==> src/rtl/core/ktd_pkg.sv <==
`timescale 1ns / 1ps
// Package for the keyboard text-entry decoder: types, codes, key map and
// dead-accent composition. No dependencies.
package ktd_pkg;

    localparam int CHAR_W      = 8;
    localparam int SCAN_W      = 8;
    localparam int CFG_DATA_W  = 8;
    localparam int CFG_IDX_W   = 1;

    // Special decoder outputs
    localparam logic [CHAR_W-1:0] CH_NONE  = 8'd24;
    localparam logic [CHAR_W-1:0] CH_ENTER = 8'd10;
    localparam logic [CHAR_W-1:0] CH_BACK  = 8'd8;
    localparam logic [CHAR_W-1:0] CH_GRAVE = 8'h60;
    localparam logic [CHAR_W-1:0] CH_ACUTE = 8'hB4;
    localparam logic [CHAR_W-1:0] CH_CIRC  = 8'h5E;

    localparam logic [CFG_IDX_W-1:0] CFG_OPEN_KEY = 1'd0;
    localparam logic [CFG_IDX_W-1:0] CFG_LISTEN   = 1'd1;

    typedef enum logic [1:0] {
        KIND_PRESS   = 2'd0,
        KIND_RELEASE = 2'd1,
        KIND_ON      = 2'd2,
        KIND_OFF     = 2'd3
    } t_kind;

    typedef enum logic [2:0] {
        ACT_NONE   = 3'd0,
        ACT_APPEND = 3'd1,
        ACT_DELETE = 3'd2,
        ACT_FINISH = 3'd3,
        ACT_START  = 3'd4
    } t_action;

    typedef enum logic [1:0] {
        MODE_IDLE   = 2'd0,
        MODE_LISTEN = 2'd1,
        MODE_ENTRY  = 2'd2
    } t_mode;

    typedef enum logic [1:0] {
        ACC_GRAVE = 2'd0,
        ACC_ACUTE = 2'd1,
        ACC_CIRC  = 2'd2
    } t_accent;

    // Held-key set commands
    typedef struct packed {
        logic add;
        logic release_key;
        logic clear;
    } t_held_cmd;

    // German layout, scan code set 1, to Windows-1252
    function automatic logic [CHAR_W-1:0] ktd_decode(input logic [SCAN_W-1:0] sc,
                                                     input logic sh,
                                                     input logic ag);
        logic [CHAR_W-1:0] c;
        case (sc)
            8'd2:   c = sh ? 8'h21 : 8'h31;
            8'd3:   c = ag ? 8'hB2 : (sh ? 8'h22 : 8'h32);
            8'd4:   c = ag ? 8'hB3 : (sh ? 8'hA7 : 8'h33);
            8'd5:   c = sh ? 8'h24 : 8'h34;
            8'd6:   c = sh ? 8'h25 : 8'h35;
            8'd7:   c = sh ? 8'h26 : 8'h36;
            8'd8:   c = ag ? 8'h7B : (sh ? 8'h2F : 8'h37);
            8'd9:   c = ag ? 8'h5B : (sh ? 8'h28 : 8'h38);
            8'd10:  c = ag ? 8'h5D : (sh ? 8'h29 : 8'h39);
            8'd11:  c = ag ? 8'h7D : (sh ? 8'h3D : 8'h30);
            8'd12:  c = ag ? 8'h5C : (sh ? 8'h3F : 8'hDF);
            8'd13:  c = sh ? CH_ACUTE : CH_GRAVE;
            8'd14:  c = CH_BACK;
            8'd15:  c = 8'd11;
            8'd16:  c = sh ? 8'h51 : 8'h71;
            8'd17:  c = sh ? 8'h57 : 8'h77;
            8'd18:  c = ag ? 8'h80 : (sh ? 8'h45 : 8'h65);
            8'd19:  c = sh ? 8'h52 : 8'h72;
            8'd20:  c = sh ? 8'h54 : 8'h74;
            8'd21:  c = sh ? 8'h5A : 8'h7A;
            8'd22:  c = sh ? 8'h55 : 8'h75;
            8'd23:  c = sh ? 8'h49 : 8'h69;
            8'd24:  c = sh ? 8'h4F : 8'h6F;
            8'd25:  c = sh ? 8'h50 : 8'h70;
            8'd26:  c = sh ? 8'hDC : 8'hFC;
            8'd27:  c = ag ? 8'h7E : (sh ? 8'h2A : 8'h2B);
            8'd28:  c = CH_ENTER;
            8'd30:  c = sh ? 8'h41 : 8'h61;
            8'd31:  c = sh ? 8'h53 : 8'h73;
            8'd32:  c = sh ? 8'h44 : 8'h64;
            8'd33:  c = sh ? 8'h46 : 8'h66;
            8'd34:  c = sh ? 8'h47 : 8'h67;
            8'd35:  c = sh ? 8'h48 : 8'h68;
            8'd36:  c = sh ? 8'h4A : 8'h6A;
            8'd37:  c = sh ? 8'h4B : 8'h6B;
            8'd38:  c = sh ? 8'h4C : 8'h6C;
            8'd39:  c = sh ? 8'hD6 : 8'hF6;
            8'd40:  c = sh ? 8'hC4 : 8'hE4;
            8'd41:  c = sh ? 8'hB0 : CH_CIRC;
            8'd43:  c = sh ? 8'h27 : 8'h23;
            8'd44:  c = sh ? 8'h59 : 8'h79;
            8'd45:  c = sh ? 8'h58 : 8'h78;
            8'd46:  c = sh ? 8'h43 : 8'h63;
            8'd47:  c = sh ? 8'h56 : 8'h76;
            8'd48:  c = sh ? 8'h42 : 8'h62;
            8'd49:  c = sh ? 8'h4E : 8'h6E;
            8'd50:  c = sh ? 8'h4D : 8'h6D;
            8'd51:  c = sh ? 8'h3B : 8'h2C;
            8'd52:  c = sh ? 8'h3A : 8'h2E;
            8'd53:  c = sh ? 8'h5F : 8'h2D;
            8'd55:  c = 8'h2A;
            8'd56:  c = 8'd14;
            8'd57:  c = 8'h20;
            8'd71:  c = 8'h37;
            8'd72:  c = 8'h38;
            8'd73:  c = 8'h39;
            8'd74:  c = 8'h2D;
            8'd75:  c = 8'h34;
            8'd76:  c = 8'h35;
            8'd77:  c = 8'h36;
            8'd78:  c = 8'h2B;
            8'd79:  c = 8'h31;
            8'd80:  c = 8'h32;
            8'd81:  c = 8'h33;
            8'd82:  c = 8'h30;
            8'd86:  c = sh ? 8'h3E : 8'h3C;
            8'd156: c = CH_ENTER;
            8'd181: c = 8'h2F;
            default: c = CH_NONE;
        endcase
        return c;
    endfunction

    // Vowel plus accent gives the accented letter, anything else the bare accent
    function automatic logic [CHAR_W-1:0] ktd_combine(input logic [CHAR_W-1:0] c,
                                                      input t_accent acc,
                                                      input logic [CHAR_W-1:0] bare);
        logic [CHAR_W-1:0] base;
        logic              hit;
        hit = 1'b1;
        case (c)
            8'h61:   base = 8'hE0;
            8'h65:   base = 8'hE8;
            8'h69:   base = 8'hEC;
            8'h6F:   base = 8'hF2;
            8'h75:   base = 8'hF9;
            8'h41:   base = 8'hC0;
            8'h45:   base = 8'hC8;
            8'h49:   base = 8'hCC;
            8'h4F:   base = 8'hD2;
            8'h55:   base = 8'hD9;
            default: begin
                base = bare;
                hit  = 1'b0;
            end
        endcase
        return hit ? base + CHAR_W'(acc) : base;
    endfunction

endpackage

==> src/rtl/core/ktd_in_if.sv <==
`timescale 1ns / 1ps
// Key event request channel: valid/ready handshake with the event payload.
// Standalone, no dependencies.
interface ktd_in_if;
    logic       valid;
    logic       ready;
    logic [1:0] kind;
    logic [7:0] scan_code;
    logic       shift;
    logic       altgr;

    modport source (output valid, kind, scan_code, shift, altgr, input ready);
    modport sink   (input valid, kind, scan_code, shift, altgr, output ready);
endinterface

==> src/rtl/core/ktd_out_if.sv <==
`timescale 1ns / 1ps
// Text-entry action request channel: valid/ready handshake with the result.
// Standalone, no dependencies.
interface ktd_out_if;
    logic       valid;
    logic       ready;
    logic [2:0] action;
    logic [7:0] char_code;
    logic       entry_active;

    modport source (output valid, action, char_code, entry_active, input ready);
    modport sink   (input valid, action, char_code, entry_active, output ready);
endinterface

==> src/rtl/core/keyboard_text_entry_decoder_unit.sv <==
`timescale 1ns / 1ps
// Keyboard text-entry decoder, top level. Depends on ktd_pkg, ktd_in_if,
// ktd_out_if and ktd_held_set.
// Path: the request is captured in the input register, then one pass of decode
// logic loads the result register once that register is free or draining.
// Throughput: one request per cycle while the sink keeps up; the input register lets
// a new request enter while an earlier result still waits for the sink.
// Reset (synchronous, active low): listening mode, open key 20, listening
// allowed, no pending accents, empty held set, text length zero.
module keyboard_text_entry_decoder_unit #(
    parameter int HELD_KEYS = 8,
    parameter int MAX_TEXT  = 255
) (
    input  logic                           i_clk,
    input  logic                           i_rst_n,
    ktd_in_if.sink                         i_in,
    ktd_out_if.source                      o_out,
    input  logic                           i_cfg_we,
    input  logic [ktd_pkg::CFG_IDX_W-1:0]  i_cfg_index,
    input  logic [ktd_pkg::CFG_DATA_W-1:0] i_cfg_data
);
    import ktd_pkg::*;

    localparam int LEN_W = $clog2(MAX_TEXT + 1);
    localparam logic [LEN_W-1:0] LEN_MAX = LEN_W'(MAX_TEXT);

    // Configuration registers
    logic [SCAN_W-1:0] r_open_key;
    logic              r_listen;

    // Block state
    t_mode             r_mode, n_mode;
    logic [2:0]        r_accents, n_accents;   // bit0 grave, bit1 acute, bit2 circumflex
    logic [LEN_W-1:0]  r_len, n_len;

    // Input register
    logic              r_in_valid;
    t_kind             r_in_kind;
    logic [SCAN_W-1:0] r_in_sc;
    logic              r_in_shift;
    logic              r_in_altgr;

    // Result register
    logic              r_out_valid;
    t_action           r_out_action;
    logic [CHAR_W-1:0] r_out_char;
    logic              r_out_active;

    // Datapath
    logic              w_fire;
    logic              w_found;
    logic [CHAR_W-1:0] w_dec;
    logic [CHAR_W-1:0] w_char;
    logic              w_append;
    logic              w_enter;
    t_mode             w_leave;
    t_action           w_action;
    logic [CHAR_W-1:0] w_out_char;
    t_held_cmd         w_held_cmd;

    // Process the held request when the result register is free or draining
    assign w_fire     = r_in_valid && (!r_out_valid || o_out.ready);
    assign i_in.ready = !r_in_valid || w_fire;

    assign w_dec   = ktd_decode(r_in_sc, r_in_shift, r_in_altgr);
    assign w_leave = r_listen ? MODE_LISTEN : MODE_IDLE;

    ktd_held_set #(
        .HELD_KEYS (HELD_KEYS)
    ) u_held (
        .i_clk   (i_clk),
        .i_rst_n (i_rst_n),
        .i_code  (r_in_sc),
        .i_cmd   (w_held_cmd),
        .o_found (w_found)
    );

    // Capture a request whenever the input register has room
    always_ff @(posedge i_clk) begin
        if (!i_rst_n) begin
            r_in_valid <= 1'b0;
        end else if (i_in.ready) begin
            r_in_valid <= i_in.valid;
        end
    end

    always_ff @(posedge i_clk) begin
        if (i_in.valid && i_in.ready) begin
            r_in_kind  <= t_kind'(i_in.kind);
            r_in_sc    <= i_in.scan_code;
            r_in_shift <= i_in.shift;
            r_in_altgr <= i_in.altgr;
        end
    end

    // Action, character, accents, length and held-set commands
    always_comb begin
        w_action   = ACT_NONE;
        w_out_char = '0;
        w_char     = w_dec;
        w_append   = 1'b0;
        w_enter    = 1'b0;
        w_held_cmd = '0;
        n_accents  = r_accents;
        n_len      = r_len;
        if (w_fire) begin
            case (r_in_kind)
                KIND_RELEASE: begin
                    w_held_cmd.release_key = 1'b1;
                end
                KIND_PRESS: begin
                    if (r_mode == MODE_LISTEN) begin
                        // Open key starts entry; pending accents survive
                        if (r_in_sc == r_open_key) begin
                            w_held_cmd.add = !w_found;
                            n_len          = '0;
                            w_action       = ACT_START;
                        end
                    end else if (r_mode == MODE_ENTRY && !w_found) begin
                        w_held_cmd.add = 1'b1;
                        if (w_dec == CH_GRAVE && !r_accents[0]) begin
                            n_accents[0] = 1'b1;
                        end else if (w_dec == CH_ACUTE && !r_accents[1]) begin
                            n_accents[1] = 1'b1;
                        end else if (w_dec == CH_CIRC && !r_accents[2]) begin
                            n_accents[2] = 1'b1;
                        end else if (r_accents[0]) begin
                            w_char       = ktd_combine(w_dec, ACC_GRAVE, CH_GRAVE);
                            n_accents[0] = 1'b0;
                            w_append     = 1'b1;
                        end else if (r_accents[1]) begin
                            w_char       = ktd_combine(w_dec, ACC_ACUTE, CH_ACUTE);
                            n_accents[1] = 1'b0;
                            w_append     = 1'b1;
                        end else if (r_accents[2]) begin
                            w_char       = ktd_combine(w_dec, ACC_CIRC, CH_CIRC);
                            n_accents[2] = 1'b0;
                            w_append     = 1'b1;
                        end else if (w_dec == CH_ENTER) begin
                            // Finish entry and forget every held key
                            w_action         = ACT_FINISH;
                            w_enter          = 1'b1;
                            w_held_cmd.clear = 1'b1;
                        end else if (w_dec == CH_NONE) begin
                            // Unmapped key: drop
                        end else if (w_dec == CH_BACK) begin
                            if (r_len != '0) begin
                                n_len    = r_len - LEN_W'(1);
                                w_action = ACT_DELETE;
                            end
                        end else begin
                            w_append = 1'b1;
                        end
                        // Saturate the length at the text limit
                        if (w_append && (r_len < LEN_MAX)) begin
                            n_len      = r_len + LEN_W'(1);
                            w_action   = ACT_APPEND;
                            w_out_char = w_char;
                        end
                    end
                end
                default: begin
                end
            endcase
        end
    end

    // Mode changes; configuration writes must arrive only while idle, unchecked
    always_comb begin
        n_mode = r_mode;
        if (i_cfg_we && (i_cfg_index == CFG_LISTEN)) begin
            if (!i_cfg_data[0] && r_mode == MODE_LISTEN) begin
                n_mode = MODE_IDLE;
            end else if (i_cfg_data[0] && r_mode == MODE_IDLE) begin
                n_mode = MODE_LISTEN;
            end
        end else if (w_fire) begin
            case (r_in_kind)
                KIND_ON: begin
                    n_mode = MODE_ENTRY;
                end
                KIND_OFF: begin
                    n_mode = w_leave;
                end
                KIND_PRESS: begin
                    if (r_mode == MODE_LISTEN && r_in_sc == r_open_key) begin
                        n_mode = MODE_ENTRY;
                    end else if (w_enter) begin
                        n_mode = w_leave;
                    end
                end
                default: begin
                end
            endcase
        end
    end

    always_ff @(posedge i_clk) begin
        if (!i_rst_n) begin
            r_open_key <= SCAN_W'(20);
            r_listen   <= 1'b1;
            r_mode     <= MODE_LISTEN;
            r_accents  <= '0;
            r_len      <= '0;
        end else begin
            if (i_cfg_we && (i_cfg_index == CFG_OPEN_KEY)) begin
                r_open_key <= i_cfg_data[SCAN_W-1:0];
            end
            if (i_cfg_we && (i_cfg_index == CFG_LISTEN)) begin
                r_listen <= i_cfg_data[0];
            end
            r_mode    <= n_mode;
            r_accents <= n_accents;
            r_len     <= n_len;
        end
    end

    // Result register: load on fire, drop once the sink takes it
    always_ff @(posedge i_clk) begin
        if (!i_rst_n) begin
            r_out_valid <= 1'b0;
        end else if (w_fire) begin
            r_out_valid <= 1'b1;
        end else if (o_out.ready) begin
            r_out_valid <= 1'b0;
        end
    end

    always_ff @(posedge i_clk) begin
        if (w_fire) begin
            r_out_action <= w_action;
            r_out_char   <= w_out_char;
            r_out_active <= (n_mode == MODE_ENTRY);
        end
    end

    assign o_out.valid        = r_out_valid;
    assign o_out.action       = r_out_action;
    assign o_out.char_code    = r_out_char;
    assign o_out.entry_active = r_out_active;

endmodule

==> src/rtl/core/ktd_held_set.sv <==
`timescale 1ns / 1ps
// Held-key set: small parallel-compare table of pressed scan codes.
// Depends on ktd_pkg.
module ktd_held_set #(
    parameter int HELD_KEYS = 8
) (
    input  logic                       i_clk,
    input  logic                       i_rst_n,
    input  logic [ktd_pkg::SCAN_W-1:0] i_code,
    input  ktd_pkg::t_held_cmd         i_cmd,
    output logic                       o_found
);
    import ktd_pkg::*;

    logic [SCAN_W-1:0]    r_code [HELD_KEYS];
    logic [HELD_KEYS-1:0] r_valid;
    logic [HELD_KEYS-1:0] n_valid;
    logic [HELD_KEYS-1:0] w_hit;
    logic [HELD_KEYS-1:0] w_free;

    always_comb begin
        for (int i = 0; i < HELD_KEYS; i++) begin
            w_hit[i] = r_valid[i] && (r_code[i] == i_code);
        end
    end

    assign o_found = |w_hit;

    // First free slot, one-hot; none when full
    always_comb begin
        w_free = '0;
        for (int i = 0; i < HELD_KEYS; i++) begin
            if (!r_valid[i] && (w_free == '0)) begin
                w_free[i] = 1'b1;
            end
        end
    end

    always_comb begin
        n_valid = r_valid;
        if (i_cmd.clear) begin
            n_valid = '0;
        end else if (i_cmd.release_key) begin
            n_valid = r_valid & ~w_hit;
        end else if (i_cmd.add) begin
            n_valid = r_valid | w_free;
        end
    end

    always_ff @(posedge i_clk) begin
        if (!i_rst_n) begin
            r_valid <= '0;
        end else begin
            r_valid <= n_valid;
        end
    end

    always_ff @(posedge i_clk) begin
        for (int i = 0; i < HELD_KEYS; i++) begin
            if (i_cmd.add && w_free[i]) begin
                r_code[i] <= i_code;
            end
        end
    end

endmodule

==> src/flat_wrapper.sv <==
// flat-port wrapper written by rule: the top's interface ports become plain ports
module keyboard_text_entry_decoder_unit_flat import ktd_pkg::*;
#(
    parameter int HELD_KEYS = 8,
    parameter int MAX_TEXT  = 255
)
  (i_clk, i_rst_n, i_cfg_we, i_cfg_index, i_cfg_data, i_in_valid, i_in_kind, i_in_scan_code, i_in_shift, i_in_altgr, i_in_ready, o_out_valid, o_out_action, o_out_char_code, o_out_entry_active, o_out_ready);
  ktd_in_if i_in_i ();
  ktd_out_if o_out_i ();
  input  logic i_clk;
  input  logic i_rst_n;
  input  logic i_cfg_we;
  input  logic [ktd_pkg::CFG_IDX_W-1:0] i_cfg_index;
  input  logic [ktd_pkg::CFG_DATA_W-1:0] i_cfg_data;
  input wire logic [$bits(i_in_i.valid)-1:0] i_in_valid;
  input wire logic [$bits(i_in_i.kind)-1:0] i_in_kind;
  input wire logic [$bits(i_in_i.scan_code)-1:0] i_in_scan_code;
  input wire logic [$bits(i_in_i.shift)-1:0] i_in_shift;
  input wire logic [$bits(i_in_i.altgr)-1:0] i_in_altgr;
  output wire logic [$bits(i_in_i.ready)-1:0] i_in_ready;
  output wire logic [$bits(o_out_i.valid)-1:0] o_out_valid;
  output wire logic [$bits(o_out_i.action)-1:0] o_out_action;
  output wire logic [$bits(o_out_i.char_code)-1:0] o_out_char_code;
  output wire logic [$bits(o_out_i.entry_active)-1:0] o_out_entry_active;
  input wire logic [$bits(o_out_i.ready)-1:0] o_out_ready;
  assign i_in_i.valid = i_in_valid;
  assign i_in_i.kind = i_in_kind;
  assign i_in_i.scan_code = i_in_scan_code;
  assign i_in_i.shift = i_in_shift;
  assign i_in_i.altgr = i_in_altgr;
  assign i_in_ready = i_in_i.ready;
  assign o_out_valid = o_out_i.valid;
  assign o_out_action = o_out_i.action;
  assign o_out_char_code = o_out_i.char_code;
  assign o_out_entry_active = o_out_i.entry_active;
  assign o_out_i.ready = o_out_ready;
  keyboard_text_entry_decoder_unit #(.HELD_KEYS(HELD_KEYS), .MAX_TEXT(MAX_TEXT)) u_core (.i_clk(i_clk), .i_rst_n(i_rst_n), .i_in(i_in_i), .o_out(o_out_i), .i_cfg_we(i_cfg_we), .i_cfg_index(i_cfg_index), .i_cfg_data(i_cfg_data));
endmodule
==> config.mk <==
export PLATFORM = sky130hd
export DESIGN_NAME = keyboard_text_entry_decoder_unit_flat
export DESIGN_NICKNAME = d
export VERILOG_FILES = /design/src/rtl/core/ktd_pkg.sv /design/src/rtl/core/ktd_in_if.sv /design/src/rtl/core/ktd_out_if.sv /design/src/rtl/core/keyboard_text_entry_decoder_unit.sv /design/src/rtl/core/ktd_held_set.sv /design/src/flat_wrapper.sv
export SDC_FILE = /design/constraint.sdc
export NUM_CORES = 1
export LEC_CHECK = 0
export BUFFER_PORTS_ARGS = -buffer_cell sky130_fd_sc_hd__buf_2
export CAP_MARGIN = 20
export CORE_AREA = 2 2 173 90
export CTS_CLUSTER_DIAMETER = 60
export DETAILED_ROUTE_END_ITERATION = 6
export DIE_AREA = 0 0 175 92
export GPL_TIMING_DRIVEN = 1
export PLACE_DENSITY = 0.82
export SYNTH_ARGS = -nofsm -noshare
export SYNTH_HDL_FRONTEND = slang
export SYNTH_HIERARCHICAL = 1
export SYNTH_SLANG_ARGS = --single-unit
==> constraint.sdc <==
create_clock -name i_clk -period 4.7 [get_ports i_clk]
set_input_delay 0.235 -clock i_clk [delete_from_list [all_inputs] [get_ports i_clk]]
set_output_delay 0.235 -clock i_clk [all_outputs]
set_load 0.05 [all_outputs]
# ---- Yosys cells after proc, flatten, opt, wreduce, memory -nomap -nowiden
# Memories as Yosys holds them, arrays and structs flattened.
# Cells that the tools add are included.
dict set report totals {
  in_bits 26
  ff_bits 56
  wordCells 459
  mem_count 1
  ram_bits 64
}
# name depth width read_ports rd_ports_with_merged_regs wr line
set mem_list {}
lappend mem_list {u_core.u_held.r_code 8 8 8 0 1 ktd_held_set.sv:15} ;# logic [SCAN_W-1:0] r_code [HELD_KEYS];
dict set report op_classes {
  bitwise_logic 11
  mux 230
  n_lt_le_gt_ge 1
  addsub 4
  n_reduce_logical 81
  n_eq_ne 114
}
# cell count
set op_table {}
lappend op_table {{8-bit one-hot mux with 67 select lines} 1}
lappend op_table {{8-bit 2-to-1 mux} 63}
lappend op_table {{8-bit by 7-bit equality test with 1-bit output, second input constant} 25}
lappend op_table {{8-bit by 6-bit equality test with 1-bit output, second input constant} 24}
lappend op_table {{6-bit 2-to-1 mux} 29}
lappend op_table {{8-bit one-hot mux with 10 select lines} 2}
lappend op_table {{8-bit by 5-bit equality test with 1-bit output, second input constant} 16}
lappend op_table {{1-bit 2-to-1 mux} 89}
lappend op_table {{8-bit by 4-bit equality test with 1-bit output, second input constant} 10}
lappend op_table {{8-bit equality test} 9}
lappend op_table {{7-bit one-hot mux with 10 select lines} 1}
lappend op_table {{8-bit OR reduction} 8}
lappend op_table {{3-bit 2-to-1 mux} 21}
lappend op_table {{5-bit 2-to-1 mux} 10}
lappend op_table {{1-bit logical AND} 35}
lappend op_table {{8-bit by 3-bit equality test with 1-bit output, second input constant} 4}
lappend op_table {{8-bit equality test, second input constant} 3}
lappend op_table {{3-bit inequality test, second input constant} 8}
lappend op_table {{2-bit 2-to-1 mux} 11}
lappend op_table {{8-bit by 1-bit adder with 8-bit output, second input constant} 2}
lappend op_table {{8-bit by 2-bit equality test with 1-bit output, second input constant} 2}
lappend op_table {{1-bit logical NOT} 14}
lappend op_table {{14-bit AND reduction} 1}
lappend op_table {{10-bit OR reduction} 1}
lappend op_table {{29 further kinds} 52}

# ---- Depth between registers and ports, before layout
# Gate-level depths: netlist of the first run.
dict set report logic_depth {
  depth_word 26
  mapped_depth 24
  depth_no_buf 20
}

# ---- Hierarchy
# The synthesis of the first run kept the hierarchy.
# module cells_per_inst seq_area_each_um2 area_per_inst_um2 instances
set modules_own_cells {}
lappend modules_own_cells {keyboard_text_entry_decoder_unit 621 1201.2 5049.8 1}
lappend modules_own_cells {ktd_held_set 218 2082.0 3160.5 1}

# ---- Least setup slack after synthesis of the first run
# OpenSTA, ideal clock, no wires.
dict set report synth_path {
  path_type {register to register}
  from {reg u_core.r_in_sc[5]}
  to {reg u_core.r_len[7]}
  path_buffers 3
  setup_ns 0.115
  path_stages_with_launch 22
  path_slack_ns 0.006
  t_required_ns 4.585
  arrival_ns 4.579
  period_less_slack_ns 4.694
  path_cell_list {edfxtp_1 buf_6 buf_6 buf_4 nand4_1 nand3_1 or4_1 or4_1 or4_4 a21oi_4 nor3_2 inv_1 ha_1 a21o_1 a21o_1 a21o_1 a21oi_1 o21bai_1 a21oi_1 xor2_1 o22ai_1 o21a_1}
}
dict set report synth_between {
  elab_chain_cells 21
  word_cells_on_any_way 129
  cone_classes {eq/ne (92); mux (17); reduce/logical (20)}
}
# element line
set synth_rtl {}
lappend synth_rtl {{start: declaration} keyboard_text_entry_decoder_unit.sv:39} ;# logic [SCAN_W-1:0] r_in_sc;
lappend synth_rtl {{start signal: assignment} keyboard_text_entry_decoder_unit.sv:90} ;# r_in_sc <= i_in.scan_code;
lappend synth_rtl {{parallel branches: the longest is 21 deep, another holds 8-bit one-hot mux with 67 select lines} --}
lappend synth_rtl {{end signal: assignment} keyboard_text_entry_decoder_unit.sv:214} ;# r_len <= n_len;
lappend synth_rtl {{end: declaration} keyboard_text_entry_decoder_unit.sv:34} ;# logic [LEN_W-1:0] r_len, n_len;
# Several ways; the timed one is not identified. The select of a mux whose other input is x is not followed.
# A chain may end at the register's enable or synchronous reset.

# ---- Final worst setup path of the first run
dict set report layout_path {
  from {reg u_core.r_in_sc[2]}
  to {reg u_core.r_len[7]}
}
# Same word-level chain as after synthesis.

==> results_tabular.tex, run 1 <==
\begin{tabular}{lr}
\hline
Metric & Value \\
\hline
\multicolumn{2}{l}{\textbf{Worst setup path}} \\
Data required time at the worst endpoint & 5.01 ns \\
Kind of critical path & flip-flop to flip-flop \\
Crit path capture type & flip-flop \\
Reg2reg path depth & 20 \\
Critical path launch point & u\_core/r\_in\_sc[2]\$\_DFFE\_PP\_ \\
Endpoint of the worst register-to-register path & u\_core/r\_len[7]\$\_SDFFE\_PN0P\_ \\
Maximum fanout encountered on the critical timing path & 6 \\
Setup slack, reg-to-reg & -0.08 ns \\
Critical path startpoint category & flip-flop \\
Worst setup endpoint & u\_core/r\_len[7]\$\_SDFFE\_PN0P\_ \\
Launch point of the worst reg-to-reg path & u\_core/r\_in\_sc[2]\$\_DFFE\_PP\_ \\
Arrival time of data at the critical path endpoint & 5.08 ns \\
\multicolumn{2}{l}{\textbf{Detailed routing}} \\
Count of TritonRoute iterations in the first routing pass & 7 \\
Post-detailed-route DRC marker count & 0 \\
Post-Route WL & 27.9 mm \\
Number of vias per cell & 6.29 \\
Routed Antenna Nets & 0 \\
Number of violations reported at the end of detailed-routing iteration 0 & 1,071 \\
Routed length per placed instance & 22.7 um \\
Via count & 7,740 \\
\multicolumn{2}{l}{\textbf{Layout}} \\
Most used cells in the layout excluding fill and tap cells & sky130\_fd\_sc\_hd\_\_buf\_4, sky130\_fd\_sc\_hd\_\_edfxtp\_1, sky130\_fd\_sc\_hd\_\_nand2\_1 \\
Layout Area Growth over Synthesis & 28.7\% \\
Post-route standard cell area excluding fillers & 10,600 sq um \\
N\_diodes & 0 \\
Layout net count & 1,049 \\
Fraction of layout instances using a drive strength above 1 & 29.8\% \\
Most common library cell in the layout ignoring fill and taps & sky130\_fd\_sc\_hd\_\_buf\_4 \\
\multicolumn{2}{l}{\textbf{Yosys}} \\
Dominant synthesized flop cell & sky130\_fd\_sc\_hd\_\_edfxtp\_1 \\
Part of the Yosys area used for sequential elements & 40.0\% \\
Async S/R FF share, synth & 0\% \\
Cell area after synthesis & 8210 sq um \\
Cells after synthesis & 839 \\
Synthesis warning total & 6 \\
Cell variety after synth & 94 \\
Post-synth EDFFs & 88 \\
Synthesized area per cell & 9.79 sq um \\
Post-Synthesis Net Count & 874 \\
Yosys reg bits & 120 \\
\multicolumn{2}{l}{\textbf{Clocking}} \\
Clock-pin slew reported for the worst setup and hold paths after clock tree synthesis & 0.07 ns \\
H-tree Lvls & 4 \\
Clock root cell & sky130\_fd\_sc\_hd\_\_clkbuf\_16 \\
Worst skew pair latency & 0.42 ns \\
Number of buffers on the longest clock path & 2 \\
Total clock buffers created by CTS & 17 \\
Clock sink count & 120 \\
CTS tree & built \\
\multicolumn{2}{l}{\textbf{Timing}} \\
Post-Route Hold Slack & 0.0530 ns \\
Final-layout setup total negative slack & -0.0781 ns \\
Count of final max-slew check failures & 0 \\
Worst-case headroom to the max-slew limit & 43.3\% \\
Share of the clock period used by the worst path & 102\% \\
Setup-failing EPs final & 1 \\
Worst-case clock skew & 0.0131 ns \\
Fin crit period & 4.78 ns \\
Endpoints failing hold & 0 \\
Final critical-path setup slack & -0.0781 ns \\
F\_max & 209 MHz \\
Worst Max-Slew Pin Slew & 0.843 ns \\
Unrepaired setup endpoints after global routing & yes \\
\multicolumn{2}{l}{\textbf{Global route}} \\
GR Util met1 & 55.5\% \\
Via count of the first global-routing pass & 6,974 \\
Most crowded layer after global routing & met1 \\
Global-route track usage on met2 & 42.6\% \\
Total Routing Usage GR & 34.3\% \\
Number of antenna violations at the first check in global routing & 0 \\
Met3 routing resource usage after global routing & 12.4\% \\
GRT Residual Overflow & 0 \\
Wire length of the first global-routing pass & 41.5 mm \\
Maximum number of pins on one net before global-route repair & 26 \\
\multicolumn{2}{l}{\textbf{Placement}} \\
Final Wtd Congestion & 1.02 \\
Total placed instance area & 9480 sq um \\
Post-detailed-placement half-perimeter wirelength & 20.8 mm \\
Number of buffers inserted by port buffering & 39 \\
\multicolumn{2}{l}{\textbf{Floorplan}} \\
DIE WIDTH & 175 um \\
Die outline height & 92 um \\
Placement Rows & 32 \\
Floorplan Core Area & 14,900 sq um \\
Io pins & 40 \\
Effective utilization at floorplan & 55.3\% \\
Die area & 16,100 sq um \\
\multicolumn{2}{l}{\textbf{Run}} \\
Max-Cap Viols & 0 \\
\multicolumn{2}{l}{\textbf{Power and ir drop}} \\
Power density normalized to cell area & 293 nW/um\^{}2 \\
VDD IR max & 240 uV \\
Leakage component of the power & 4.02 nW \\
\multicolumn{2}{l}{\textbf{Status}} \\
Status & finished, violations left \\
Violations in the final reports & negative setup slack \\
\multicolumn{2}{l}{\textbf{Worst hold path}} \\
Hold crit path type & input port to flip-flop \\
\hline
\end{tabular}
==> critical path: stages (launching register included) <==
cell and delay, ns:
sky130_fd_sc_hd__edfxtp_1 0.53, sky130_fd_sc_hd__buf_6 0.18, sky130_fd_sc_hd__and4bb_2 0.25, sky130_fd_sc_hd__nand4_1 0.14
sky130_fd_sc_hd__nand3_2 0.11, sky130_fd_sc_hd__or4_4 0.49, sky130_fd_sc_hd__or4_4 0.48, sky130_fd_sc_hd__or4_4 0.52
sky130_fd_sc_hd__a21oi_4 0.20, sky130_fd_sc_hd__nor3_4 0.07, sky130_fd_sc_hd__inv_2 0.08, sky130_fd_sc_hd__ha_4 0.19
sky130_fd_sc_hd__a21o_1 0.16, sky130_fd_sc_hd__a21o_1 0.17, sky130_fd_sc_hd__a21o_1 0.17, sky130_fd_sc_hd__a21oi_2 0.17
sky130_fd_sc_hd__o21bai_1 0.10, sky130_fd_sc_hd__a21oi_1 0.18, sky130_fd_sc_hd__xor2_1 0.20, sky130_fd_sc_hd__o22ai_1 0.09
sky130_fd_sc_hd__o21a_1 0.19
==> flip-flops by register name, indices dropped and copies added, names as in the netlist <==
| name | flops |
|---|---|
| u_core/r_listen | 1 |
| u_core/u_held/r_valid | 8 |
| u_core/r_len | 8 |
| u_core/r_in_valid | 1 |
| u_core/r_open_key | 8 |
| u_core/o_out.action | 3 |
| u_core/r_in_sc | 8 |
| u_core/r_accents | 3 |
| u_core/r_in_altgr | 1 |
| u_core/o_out.char_code | 8 |
| u_core/o_out.entry_active | 1 |
| u_core/r_mode | 2 |
| u_core/u_held/r_code | 64 |
| u_core/r_in_shift | 1 |
| u_core/r_in_kind | 2 |
| u_core/o_out.valid | 1 |
==> area by class of cell <==
| type | count | area, sq um |
|---|---|---|
| fillers | 1119 | 4290 |
| multi-input cells | 642 | 4630 |
| repair buffers | 217 | 1700 |
| clock buffers | 17 | 425 |
| inverters | 16 | 60.1 |
| clock inverters | 15 | 206 |
| well taps | 204 | 255 |
| flip-flops and latches | 120 | 3280 |
==> what timing repair did <==
item	4_1_cts	5_1_grt
buffers inserted	4	7
endpoints found under the setup margin	2	4
pin swaps	7	22
hold buffers	10	2
gates resized for setup	14	40
hold endpoints to repair	10	2
==> where the power goes <==
part | total (W) | internal, W | switching [W]
clock network | 0.00142 | 0.000821 | 0.000595
logic | 0.000511 | 0.000222 | 0.000289
registers | 0.00117 | 0.00115 | 0.0000155
total | 0.00309 | 0.00219 | 0.000900
==> cells by family (layout without fill, tap and decap cells) <==
family / count (synthesis) / after routing / synth area share (%)
and+or+nand+nor: 348 / 348 / 24.8
AOI/OAI and AO/OA: 190 / 190 / 16.8
DFF: 120 / 120 / 40.0
xor gates and xnor gates: 82 / 82 / 8.93
buffers and inverters: 77 / 265 / 6.37
muxes: 13 / 13 / 1.62
adders and majority gates: 9 / 9 / 1.46
==> how the worst min path moves through the flow <==
| stage | startpoint | to | slack, ns | cells after the start |
|---|---|---|---|---|
| after floorplan | i_rst_n | u_core/r_mode[0]$_SDFF_PN1_ | 0.31 | 1 |
| after global placement | i_in_altgr | u_core/r_in_altgr$_DFFE_PP_ | 0.41 | 1 |
| after detailed placement | i_in_scan_code[4] | u_core/r_in_sc[4]$_DFFE_PP_ | 0.41 | 1 |
| after CTS | i_in_scan_code[3] | u_core/r_in_sc[3]$_DFFE_PP_ | 0.003 | 1 |
| after global routing | i_cfg_data[4] | u_core/r_open_key[4]$_SDFFE_PN1P_ | 0.06 | 3 |
| final | i_cfg_data[2] | u_core/r_open_key[2]$_SDFFE_PN1P_ | 0.05 | 3 |
==> routing by layer <==
metal	part of all wire [%]	up-vias
li1	-	3511
met1	48	3686
met2	38	521
met3	13	22
met4	0.88	0
met5	0	-
==> per-stage QoR <==
stage / utilization [%] / setup slack, ns / total power [W] / instances
floorplan: - / 0.00647 / 0.00146 / 839
global placement: 63.8 / -0.0799 / 0.00164 / 1177
detailed placement: 63.8 / -0.194 / 0.00164 / 1177
CTS: 69.4 / 0.00680 / 0.00305 / 1223
global route: 71.1 / -0.267 / 0.00318 / 1231
finish: 71.1 / -0.0781 / 0.00309 / 1231
==> cells in the mapped netlist (all sizes together) (8+ instances only) <==
cell / instances / share of area [%]
nand3: 31 / 2.0
mux2i: 11 / 1.3
xnor2: 23 / 2.5
a21o: 8 / 0.73
clkbuf: 14 / 0.67
ha: 8 / 1.2
nor2: 62 / 3.0
a21boi: 10 / 0.91
edfxtp: 88 / 32
a21oi: 30 / 2.0
nor3: 24 / 1.5
nor4: 26 / 2.6
nand2b: 17 / 1.3
a31oi: 18 / 1.4
xor2: 59 / 6.5
buf: 47 / 5.0
nand2: 69 / 3.2
inv: 16 / 0.73
nand4: 21 / 1.6
o211ai: 14 / 1.3
dfxtp: 32 / 7.8
o21ai: 31 / 2.0
nor2b: 31 / 2.4
Power figures use the tool's default switching activity.
==> run 2: changes to the inputs <==
--- a/config.mk
+++ b/config.mk
@@ -7,12 +7,12 @@
 export LEC_CHECK = 0
 export BUFFER_PORTS_ARGS = -buffer_cell sky130_fd_sc_hd__buf_2
 export CAP_MARGIN = 20
-export CORE_AREA = 2 2 173 90
+export CORE_AREA = 2 2 227 117
 export CTS_CLUSTER_DIAMETER = 60
 export DETAILED_ROUTE_END_ITERATION = 6
-export DIE_AREA = 0 0 175 92
+export DIE_AREA = 0 0 229 119
 export GPL_TIMING_DRIVEN = 1
-export PLACE_DENSITY = 0.82
+export PLACE_DENSITY = 0.53
 export SYNTH_ARGS = -nofsm -noshare
 export SYNTH_HDL_FRONTEND = slang
 export SYNTH_HIERARCHICAL = 1
==> constraint.sdc (replaced) <==
create_clock -name i_clk -period 5.6 [get_ports i_clk]
set_input_delay 0.28 -clock i_clk [delete_from_list [all_inputs] [get_ports i_clk]]
set_output_delay 0.28 -clock i_clk [all_outputs]
set_load 0.05 [all_outputs]
==> run 2 against run 1 <==
- the flow now finishes without violations
- first-iteration DRC count fell by 13%
- die area rose by 69%
- sequential cell count did not move
- hold slack got worse by 0.024 ns
- critical path depth rose by 6
- critical path type unchanged
- critical endpoint is now u_core/r_len[6]$_SDFFE_PN0P_
==> results_tabular.tex, run 2 (synthesis results as in run 1) <==
\begin{tabular}{lr}
\hline
Metric & Value \\
\hline
\multicolumn{2}{l}{\textbf{Layout}} \\
Fraction of layout instances using a drive strength above 1 & 20.4\% \\
Layout Area Growth over Synthesis & 18.6\% \\
Layout net count & 969 \\
N\_diodes & 0 \\
Top register by number of flip-flops & u\_core/u\_held/r\_code \\
Most used cells in the layout excluding fill and tap cells & sky130\_fd\_sc\_hd\_\_edfxtp\_1, sky130\_fd\_sc\_hd\_\_buf\_4, sky130\_fd\_sc\_hd\_\_nand2\_1 \\
Final instance count without filler cells & 1,298 \\
Max FFs per register & 64 \\
Post-layout util & 38.0\% \\
Most common library cell in the layout ignoring fill and taps & sky130\_fd\_sc\_hd\_\_edfxtp\_1 \\
\multicolumn{2}{l}{\textbf{Worst hold path}} \\
Hold crit path type & input port to flip-flop \\
\multicolumn{2}{l}{\textbf{Clocking}} \\
H-tree Lvls & 4 \\
CTS tree & built \\
Clock root cell & sky130\_fd\_sc\_hd\_\_clkbuf\_16 \\
Total clock buffers created by CTS & 17 \\
Clock sink count & 120 \\
Number of buffers on the longest clock path & 2 \\
Clock-pin slew reported for the worst setup and hold paths after clock tree synthesis & 0.06 ns \\
Worst skew pair latency & 0.44 ns \\
\multicolumn{2}{l}{\textbf{Global route}} \\
Global-route track usage on met2 & 22.8\% \\
Maximum number of pins on one net before global-route repair & 58 \\
Most crowded layer after global routing & met1 \\
Number of antenna violations at the first check in global routing & 0 \\
Total Routing Usage GR & 20.8\% \\
Via count of the first global-routing pass & 6,714 \\
Wire length of the first global-routing pass & 42.5 mm \\
GR Util met1 & 34.6\% \\
Met3 routing resource usage after global routing & 9.20\% \\
GRT Residual Overflow & 0 \\
\multicolumn{2}{l}{\textbf{Power and ir drop}} \\
VDD IR max & 179 uV \\
Power density normalized to cell area & 242 nW/um\^{}2 \\
Leakage component of the power & 3.48 nW \\
Sum of internal, switching and leakage power & 0.00236 W \\
\multicolumn{2}{l}{\textbf{Detailed routing}} \\
Number of violations reported at the end of detailed-routing iteration 0 & 933 \\
Number of vias per cell & 5.54 \\
Routed length per placed instance & 21.2 um \\
Post-detailed-route DRC marker count & 0 \\
Routed Antenna Nets & 0 \\
Via count & 7,197 \\
Count of TritonRoute iterations in the first routing pass & 5 \\
Post-Route WL & 27.6 mm \\
\multicolumn{2}{l}{\textbf{Floorplan}} \\
Io pins & 40 \\
Die outline height & 119 um \\
DIE WIDTH & 229 um \\
Effective utilization at floorplan & 32.0\% \\
Die area & 27,300 sq um \\
Placement Rows & 42 \\
Floorplan Core Area & 25,600 sq um \\
\multicolumn{2}{l}{\textbf{Status}} \\
Status & finished clean \\
\multicolumn{2}{l}{\textbf{Placement}} \\
Total instance count after detailed placement & 1,254 \\
Number of buffers inserted by port buffering & 39 \\
Final Wtd Congestion & 0.999 \\
Post-detailed-placement half-perimeter wirelength & 20.8 mm \\
\multicolumn{2}{l}{\textbf{Timing}} \\
Count of final max-slew check failures & 0 \\
Worst Max-Slew Pin Slew & 0.797 ns \\
Setup-failing EPs final & 0 \\
Fin crit period & 5.21 ns \\
Final-layout setup total negative slack & 0 ns \\
Worst-case clock skew & 0.00908 ns \\
Worst-case headroom to the max-slew limit & 46.7\% \\
Endpoints failing hold & 0 \\
F\_max & 192 MHz \\
Share of the clock period used by the worst path & 93.1\% \\
Unrepaired setup endpoints after global routing & no \\
\multicolumn{2}{l}{\textbf{Worst setup path}} \\
Data required time at the worst endpoint & 5.93 ns \\
Critical path startpoint category & flip-flop \\
Arrival time of data at the critical path endpoint & 5.54 ns \\
Setup slack, reg-to-reg & 0.39 ns \\
Crit path capture type & flip-flop \\
Kind of critical path & flip-flop to flip-flop \\
Maximum fanout encountered on the critical timing path & 14 \\
\multicolumn{2}{l}{\textbf{Run}} \\
Max-Cap Viols & 0 \\
\hline
\end{tabular}
==> run 2: changes by cell type in the layout (fill, tap and decap cells not counted), sizes merged <==
cell,before,now
dlygate4sd3,12,8
bufinv,2,0
clkinv,4,3
inv,25,24
clkinvlp,0,3
buf,205,129
==> run 2: final timing paths <==
kind	from	endpoint	cells after the start
setup / recovery	u_core/r_in_sc[5]$_DFFE_PP_	u_core/r_len[6]$_SDFFE_PN0P_	26
hold / removal	i_in_altgr	u_core/r_in_altgr$_DFFE_PP_	1
setup reg to reg	u_core/r_in_sc[5]$_DFFE_PP_	u_core/r_len[6]$_SDFFE_PN0P_	26
hold reg to reg	u_core/r_open_key[7]$_SDFFE_PN0P_	u_core/r_open_key[7]$_SDFFE_PN0P_	2
==> run 2: metrics by stage <==
| stage | cell area [sq um] | hold WS, ns | setup slack (ns) |
|---|---|---|---|
| global placement | 9070 | 0.457 | 0.271 |
| detailed placement | 9070 | 0.459 | 0.388 |
| CTS | 9690 | 0.00208 | 0.370 |
| floorplan | 8210 | 0.353 | 0.906 |
| global route | 9740 | 0.00623 | 0.0315 |
| finish | 9740 | 0.0290 | 0.388 |
==> run 2: final cells by class <==
cell class / count / area [sq um]
flip-flops and latches: 120 / 3280
clock buffers: 17 / 425
inverters: 16 / 60.1
well taps: 352 / 440
repair buffers: 137 / 1000
fillers: 2636 / 15900
clock inverters: 14 / 114
multi-input cells: 642 / 4410
==> run 2: metal layers <==
layer / wire (um) / vias up
met3: 3430 / 20
met5: 0 / -
met2: 9140 / 371
li1: - / 3362
met1: 14800 / 3444
met4: 188 / 0
==> run 2: timing repair <==
action / CTS / global route
setup endpoints to repair: 0 / 1
hold buffers: 8 / 0
gates resized for setup: 0 / 1
setup buffers: 0 / 5
hold endpoints to repair: 8 / 0
==> run 2: where the power goes <==
group | internal (W) | switching (W) | leakage [nW]
Sequential | 0.000967 | 0.0000133 | 1.07
Clock | 0.000572 | 0.000445 | 0.260
Combinational | 0.000138 | 0.000224 | 2.15
Total | 0.00168 | 0.000682 | 3.48
==> run 2: critical path, cell delays in order (launching register included) <==
cell and delay [ns]:
sky130_fd_sc_hd__edfxtp_1 0.53, sky130_fd_sc_hd__buf_4 0.26, sky130_fd_sc_hd__buf_4 0.18, sky130_fd_sc_hd__or3b_2 0.44, sky130_fd_sc_hd__a211oi_1 0.42, sky130_fd_sc_hd__buf_4 0.19, sky130_fd_sc_hd__a221oi_2 0.07, sky130_fd_sc_hd__a41oi_1 0.30
sky130_fd_sc_hd__nor4_2 0.07, sky130_fd_sc_hd__buf_4 0.15, sky130_fd_sc_hd__or4_4 0.53, sky130_fd_sc_hd__a21oi_4 0.15, sky130_fd_sc_hd__nor3_2 0.07, sky130_fd_sc_hd__inv_1 0.07, sky130_fd_sc_hd__buf_4 0.14, sky130_fd_sc_hd__ha_1 0.24
sky130_fd_sc_hd__buf_4 0.14, sky130_fd_sc_hd__nor2b_1 0.13, sky130_fd_sc_hd__o21ai_0 0.17, sky130_fd_sc_hd__nand2b_1 0.10, sky130_fd_sc_hd__a21oi_1 0.16, sky130_fd_sc_hd__nor2_1 0.05, sky130_fd_sc_hd__nor2_1 0.11, sky130_fd_sc_hd__xor2_1 0.16
sky130_fd_sc_hd__nor2_1 0.05, sky130_fd_sc_hd__mux2i_1 0.16, sky130_fd_sc_hd__nor2b_1 0.06
